## config.mk

```make
export PLATFORM = sky130hd
export DESIGN_NAME = pm_sensor_response_frame_parser
export DESIGN_NICKNAME = d
export VERILOG_FILES = /design/src/rtl/core/pmsrfp_pkg.sv /design/src/rtl/core/pmsrfp_out_skid.sv /design/src/rtl/core/pm_sensor_response_frame_parser.sv
export SDC_FILE = /design/constraint.sdc
export NUM_CORES = 1
export LEC_CHECK = 0
export BUFFER_PORTS_ARGS = -buffer_cell sky130_fd_sc_hd__buf_2
export CAP_MARGIN = 20
export CORE_MARGIN = 2
export CORE_UTILIZATION = 50
export DETAILED_ROUTE_END_ITERATION = 8
export PLACE_DENSITY = 0.69
export SETUP_SLACK_MARGIN = 0.05
export SYNTH_ARGS = -nofsm -noshare
export SYNTH_HDL_FRONTEND = slang
export SYNTH_SLANG_ARGS = --single-unit
```

## constraint.sdc

```tcl
create_clock -name clk -period 4.39 [get_ports clk]
set_input_delay 0.878 -clock clk [delete_from_list [all_inputs] [get_ports clk]]
set_output_delay 0.878 -clock clk [all_outputs]
set_load 0.005 [all_outputs]
```

## src/rtl/core/pmsrfp_pkg.sv

```systemverilog
`timescale 1ns / 1ps

package pmsrfp_pkg;

  // Frame layout
  localparam logic [7:0] FRAME_HEAD    = 8'h40;
  localparam logic [7:0] FRAME_LENGTH  = 8'h0D;
  localparam logic [7:0] FRAME_COMMAND = 8'h04;

  localparam int BYTE_W      = 8;
  localparam int READING_W   = 16;
  localparam int NUM_READ    = 4;
  localparam int RD_BYTES    = 2 * NUM_READ;
  localparam int RD_IDX_W    = $clog2(RD_BYTES);
  localparam int POS_W       = 4;
  localparam int OUT_DATA_W  = NUM_READ * READING_W;
  localparam int STATUS_W    = 3;

  // Frame positions: index of the next byte expected
  localparam logic [POS_W-1:0] POS_HEAD    = 4'd0;
  localparam logic [POS_W-1:0] POS_LEN     = 4'd1;
  localparam logic [POS_W-1:0] POS_CMD     = 4'd2;
  localparam logic [POS_W-1:0] POS_DATA0   = 4'd3;
  localparam logic [POS_W-1:0] POS_RD_LAST = 4'd10;
  localparam logic [POS_W-1:0] POS_DATA_LAST = 4'd14;
  localparam logic [POS_W-1:0] POS_CHECK   = 4'd15;

  typedef enum logic [STATUS_W-1:0] {
    ST_OK       = 3'd0,
    ST_BAD_HEAD = 3'd1,
    ST_BAD_LEN  = 3'd2,
    ST_BAD_CMD  = 3'd3,
    ST_BAD_SUM  = 3'd4
  } status_t;

  typedef struct packed {
    status_t                status;
    logic [READING_W-1:0]   pm10;
    logic [READING_W-1:0]   pm4;
    logic [READING_W-1:0]   pm25;
    logic [READING_W-1:0]   pm1;
  } result_t;

endpackage

```

## src/rtl/core/pmsrfp_out_skid.sv

```systemverilog
`timescale 1ns / 1ps

// Result register with one skid entry, so the parser keeps taking bytes
// while a result waits at the output.
module pmsrfp_out_skid (
  input  logic              clk,
  input  logic              rst_n,
  input  logic              res_vld,
  input  pmsrfp_pkg::result_t res,
  output logic              room,
  output logic              out_vld,
  input  logic              out_rdy,
  output pmsrfp_pkg::result_t out_res
);
  import pmsrfp_pkg::*;

  logic    o_vld_r, o_vld_nxt;
  logic    s_vld_r, s_vld_nxt;
  result_t o_res_r, o_res_nxt;
  result_t s_res_r, s_res_nxt;

  // Output stage reloads when empty or drained; skid catches a stalled result
  always_comb begin
    o_vld_nxt = o_vld_r;
    o_res_nxt = o_res_r;
    s_vld_nxt = s_vld_r;
    s_res_nxt = s_res_r;
    if (out_rdy || !o_vld_r) begin
      if (s_vld_r) begin
        o_vld_nxt = 1'b1;
        o_res_nxt = s_res_r;
        s_vld_nxt = 1'b0;
      end else begin
        o_vld_nxt = res_vld;
        o_res_nxt = res;
      end
    end else if (res_vld) begin
      s_vld_nxt = 1'b1;
      s_res_nxt = res;
    end
  end

  always_ff @(posedge clk) begin
    if (!rst_n) begin
      o_vld_r <= 1'b0;
      s_vld_r <= 1'b0;
    end else begin
      o_vld_r <= o_vld_nxt;
      s_vld_r <= s_vld_nxt;
    end
  end

  always_ff @(posedge clk) begin
    o_res_r <= o_res_nxt;
    s_res_r <= s_res_nxt;
  end

  assign room    = !s_vld_r;
  assign out_vld = o_vld_r;
  assign out_res = o_res_r;

endmodule

```

## src/rtl/core/pm_sensor_response_frame_parser.sv

```systemverilog
`timescale 1ns / 1ps

// A result is registered in the output stage, or in the skid entry while the output is stalled.
// Throughput: one received byte per cycle while in_tready is high; each byte is handled in the cycle it is taken.
// A second stalled result fills the skid entry, and in_tready drops until it drains.
// Reset (rst_n low, synchronous): parser waits for a head byte, checksum cleared,
// output and skid empty; captured reading bytes are not cleared.
module pm_sensor_response_frame_parser (
  input  logic        clk,
  input  logic        rst_n,
  input  logic        in_tvalid,
  output logic        in_tready,
  input  logic [7:0]  in_tdata,   // [7:0] rx_byte
  output logic        out_tvalid,
  input  logic        out_tready,
  output logic [63:0] out_tdata,  // [15:0] pm1_reading, [31:16] pm25_reading,
                                  // [47:32] pm4_reading, [63:48] pm10_reading
  output logic [2:0]  out_tuser   // [2:0] status
);
  import pmsrfp_pkg::*;

  logic [POS_W-1:0]  pos_r, pos_nxt;
  logic              skip_r, skip_nxt;
  logic [BYTE_W-1:0] sum_r, sum_nxt;
  logic [BYTE_W-1:0] rd_r [RD_BYTES];
  logic [BYTE_W-1:0] total;
  logic [RD_IDX_W-1:0] rd_idx;
  logic              rd_we;
  logic              accept;
  logic              res_vld;
  logic              room;
  result_t           res;
  result_t           out_res;

  assign accept    = in_tvalid && in_tready;
  assign in_tready = room;
  assign total     = sum_r + in_tdata;
  assign rd_idx    = RD_IDX_W'(pos_r - POS_DATA0);

  // Frame tracking and checksum
  always_comb begin
    pos_nxt  = pos_r;
    skip_nxt = skip_r;
    sum_nxt  = sum_r;
    res_vld  = 1'b0;
    rd_we    = 1'b0;
    res      = '{status: ST_OK, default: '0};
    if (accept) begin
      if (skip_r) begin
        // byte after a rejected head is dropped
        skip_nxt = 1'b0;
      end else begin
        case (pos_r) inside
          POS_LEN: begin
            if (in_tdata != FRAME_LENGTH) begin
              pos_nxt    = POS_HEAD;
              res_vld    = 1'b1;
              res.status = ST_BAD_LEN;
            end else begin
              sum_nxt = total;
              pos_nxt = POS_CMD;
            end
          end
          POS_CMD: begin
            if (in_tdata != FRAME_COMMAND) begin
              pos_nxt    = POS_HEAD;
              res_vld    = 1'b1;
              res.status = ST_BAD_CMD;
            end else begin
              sum_nxt = total;
              pos_nxt = POS_DATA0;
            end
          end
          [POS_DATA0:POS_DATA_LAST]: begin
            rd_we   = (pos_r <= POS_RD_LAST);
            sum_nxt = total;
            pos_nxt = pos_r + POS_W'(1);
          end
          POS_CHECK: begin
            pos_nxt = POS_HEAD;
            sum_nxt = '0;
            res_vld = 1'b1;
            if (total == '0) begin
              res.status = ST_OK;
              res.pm1    = {rd_r[0], rd_r[1]};
              res.pm25   = {rd_r[2], rd_r[3]};
              res.pm4    = {rd_r[4], rd_r[5]};
              res.pm10   = {rd_r[6], rd_r[7]};
            end else begin
              res.status = ST_BAD_SUM;
            end
          end
          default: begin
            // waiting for the head byte
            if (in_tdata != FRAME_HEAD) begin
              pos_nxt    = POS_HEAD;
              sum_nxt    = '0;
              skip_nxt   = 1'b1;
              res_vld    = 1'b1;
              res.status = ST_BAD_HEAD;
            end else begin
              sum_nxt = in_tdata;
              pos_nxt = POS_LEN;
            end
          end
        endcase
      end
    end
  end

  always_ff @(posedge clk) begin
    if (!rst_n) begin
      pos_r  <= POS_HEAD;
      skip_r <= 1'b0;
      sum_r  <= '0;
    end else begin
      pos_r  <= pos_nxt;
      skip_r <= skip_nxt;
      sum_r  <= sum_nxt;
    end
  end

  // Reading bytes, captured from data bytes 0..7
  always_ff @(posedge clk) begin
    if (rd_we) begin
      rd_r[rd_idx] <= in_tdata;
    end
  end

  pmsrfp_out_skid u_out (
    .clk     (clk),
    .rst_n   (rst_n),
    .res_vld (res_vld),
    .res     (res),
    .room    (room),
    .out_vld (out_tvalid),
    .out_rdy (out_tready),
    .out_res (out_res)
  );

  assign out_tdata = {out_res.pm10, out_res.pm4, out_res.pm25, out_res.pm1};
  assign out_tuser = out_res.status;

endmodule

```

==> impl_metrics.py <==
metrics = {
    "run": {
        "max_cap_viol_count": 0,
    },
    "worst_setup_path": {
        "path_max_fanout": 46,
        "worst-setup-path-type": "primary input to flop",
        "critical_path.endpoint_type": "flop",
        "critPathLaunchType": "primary input",
        "critPathArrivalTime_ns": 3.84,
        "worstSetupEndpoint": "u_out.out_res[46]",
        "rr_startpoint": "sum_r[0]",
        "timing.critical_path.from": "in_tdata[0]",
        "critical_path_required_ns": 4.70,
        "reg2regPathDepth": 8,
        "regToRegEndpoint": "u_out.out_res[46]",
        "ff2ff_setup_slack_ns": 1.17,
    },
    "finish": {
        "area.growth.synth_to_final_pct": 15.1,
        "leading_cell_type_in_the_layout_fill_and_taps_excluded": "sky130_fd_sc_hd__edfxtp_1",
        "finish.utilization": 0.590,
        "instances_no_fill": 1006,
        "nets": 790,
        "fraction_of_final_layout_cells_sized_beyond_drive_strength_1": 0.191,
        "mostFrequentLayoutCells": "sky130_fd_sc_hd__edfxtp_1 (198), sky130_fd_sc_hd__nand2_1 (137), sky130_fd_sc_hd__buf_2 (80)",
        "fill_count": 1363,
        "diodes": 0,
    },
    "placement": {
        "port_buffers": 80,
        "dp.final_hpwl_um": 11400,
        "place.gp.congestion": 0.899,
        "dp_cells": 967,
    },
    "die": {
        "horiz_die_dim_um": 137,
        "die_y_um": 137,
        "design.portCount": 81,
        "placement_rows": 48,
        "core_area_um2": 17400,
        "initial_utilization": 0.513,
        "die_area_um2": 18900,
    },
    "cts": {
        "cts_buffers": 23,
        "worstSkewPairLatency_ns": 0.50,
        "cts_tree": "built",
        "post_cts_setup_inserts": 0,
        "ctsRootBufferMaster": "sky130_fd_sc_hd__clkbuf_16",
        "cts.sinks": 213,
        "cts_max_level": 1,
        "ctsHoldBuffers": 0,
        "cts_resized": 0,
        "clockBufferDepth": 3,
        "cts.reportedPaths.clkPinSlew_ns": 0.06,
    },
    "logic_synthesis": {
        "seq_total_area_yosys": 0.702,
        "synthesis.instances": 692,
        "synth.largest_area_cell": "sky130_fd_sc_hd__edfxtp_1",
        "postSynthRegisterBits": 213,
        "synthArstFlopShare": 0,
        "ys_dominant_reg_cell": "sky130_fd_sc_hd__edfxtp_1",
        "synth-warning-count": 0,
        "synthesis.area_per_instance_um2": 12.9,
        "synthesis.area_um2": 8900,
        "synth_top_cells_by_area": "sky130_fd_sc_hd__edfxtp_1 (67%), sky130_fd_sc_hd__nand2_1 (5.8%), sky130_fd_sc_hd__o31ai_1 (5.3%)",
        "synth_enable_flop_cells": 198,
        "synth.distinct_cells": 56,
        "synth_fp_nets": 715,
        "yosys.area.top_type_share": 0.668,
    },
    "sta": {
        "relSlewSlack": 0.296,
        "period_needed_ns": 3.53,
        "timing_max_transition_violations_final": 0,
        "post-route-period-util": 0.805,
        "clock-skew-final_ns": 0.0128,
        "achievable-frequency_mhz": 283,
        "finalHoldViolCount": 0,
        "final.setup.tns_ns": 0,
        "worst-slew-pin-transition_ns": 1.05,
        "setup_viol": 0,
        "rsz0062_at_grt": "no",
    },
    "power_and_ir_drop": {
        "power_per_cell_area_nw_per_um2": 422,
        "power.ir.vdd_worst_uv": 258,
        "static-leakage-power_nw": 3.49,
        "total_power_after_layout_mw": 4.32,
    },
    "detailed_routing": {
        "drt_first_pass_iters": 5,
        "ant_nets_after_route": 0,
        "remaining_design_rule_violation_count": 0,
        "detail_route.iter0.violations": 433,
        "dr_total_vias": 5785,
        "detail_route.vias_per_cell": 5.75,
        "wirelength_um": 18500,
        "route.detailed.wl_per_inst_um": 18.4,
    },
    "grt": {
        "globalRouteOverflowTotal": 0,
        "first_global_vias": 5547,
        "number_of_antenna_violations_at_the_first_check_in_global_routing": 0,
        "grt_pass1_wl_um": 28800,
        "grt_start_max_net_pins": 58,
        "track_usage": 0.196,
    },
    "outcome": {
        "status": "finished, final reports clean",
    },
    "hold_path": {
        "hp-class": "flop to flop",
        "min_path_cells": 2,
    },
}
## sequential cells by signal (all words and copies together), names as in the netlist
name           flops
u_out.s_res_r     67
u_out.out_vld      1
pos_r              4
skip_r             1
u_out.s_vld_r      1
rd_r              64
u_out.out_res     67
sum_r              8
## cells in the mapped netlist, drive strengths merged, types with 4 or more instances
cell type and number:
a21oi 19, and2 5, buf 28, clkbuf 19
dfxtp 15, edfxtp 198, ha 10, inv 13
nand2 138, nand2b 6, nand3 14, nand4 4
nor2 18, nor2b 9, nor3 70, nor4 5
o21ai 7, o31ai 63, or3 4
## metrics by stage
stage	hold slack, ns	area (um2)	worst slack [ns]
after floorplan	0.449	8900	0.547
after global placement	0.460	9570	0.512
after detailed placement	0.467	9570	0.339
after CTS	0.476	10200	0.861
after global routing	0.488	10200	0.680
final	0.474	10200	0.856
## how the worst min path moves through the flow
| stage | startpoint | endpoint | slack, ns |
|---|---|---|---|
| 2_1_floorplan | sum_r[4] | sum_r[4] | 0.45 |
| 3_3_place_gp | sum_r[0] | sum_r[0] | 0.46 |
| 3_5_place_dp | sum_r[2] | sum_r[2] | 0.47 |
| 4_1_cts | sum_r[2] | sum_r[2] | 0.48 |
| 5_1_grt | sum_r[2] | sum_r[2] | 0.49 |
| 6_report | sum_r[3] | sum_r[3] | 0.47 |
## layer usage
| layer | up-vias | track usage | wire [um] |
|---|---|---|---|
| met4 | 0 | 0.0470 | 304 |
| met2 | 187 | 0.341 | 9170 |
| met3 | 27 | 0.0276 | 1140 |
| met5 | - | 0 | 0 |
| met1 | 2816 | 0.262 | 7880 |
| li1 | 2755 | - | - |
## worst max-delay path, stage by stage
cell and delay [ns]:
sky130_fd_sc_hd__buf_2 0.18, sky130_fd_sc_hd__ha_1 0.27, sky130_fd_sc_hd__fa_1 0.41, sky130_fd_sc_hd__a211oi_1 0.46
sky130_fd_sc_hd__o21ba_2 0.24, sky130_fd_sc_hd__o221a_2 0.22, sky130_fd_sc_hd__nand3_4 0.41, sky130_fd_sc_hd__buf_4 0.43
sky130_fd_sc_hd__o41ai_2 0.32
## layout make-up
class                           count  area, um2  share of cell area
Tap cell                          225        282              0.0275
Inverter                           13       48.8             0.00476
Timing Repair Buffer               97        566              0.0552
Sequential cell                   213       6250               0.610
Multi-Input combinational cell    419       2430               0.237
Clock buffer                       31        626              0.0611
Clock inverter                      8       48.8             0.00476
## kinds of logic (layout without fill, tap and decap cells)
| logic type | after synthesis | count (layout) | share of synthesized area |
|---|---|---|---|
| buf+inv | 60 | 149 | 0.0283 |
| mux | 1 | 1 | 0.00127 |
| xor+xnor | 2 | 2 | 0.00197 |
| flops | 213 | 213 | 0.702 |
| fa+ha+maj | 11 | 11 | 0.0163 |
| simple gates | 285 | 285 | 0.147 |
| compound gates | 120 | 120 | 0.103 |
## report_power, final
part	internal, mW	switching [mW]	total, mW
Sequential	2.28	0.0236	2.31
Combinational	0.0901	0.198	0.288
Clock	0.998	0.730	1.73
Total	3.37	0.951	4.32
No activity file was read; power rests on OpenSTA's default activity.
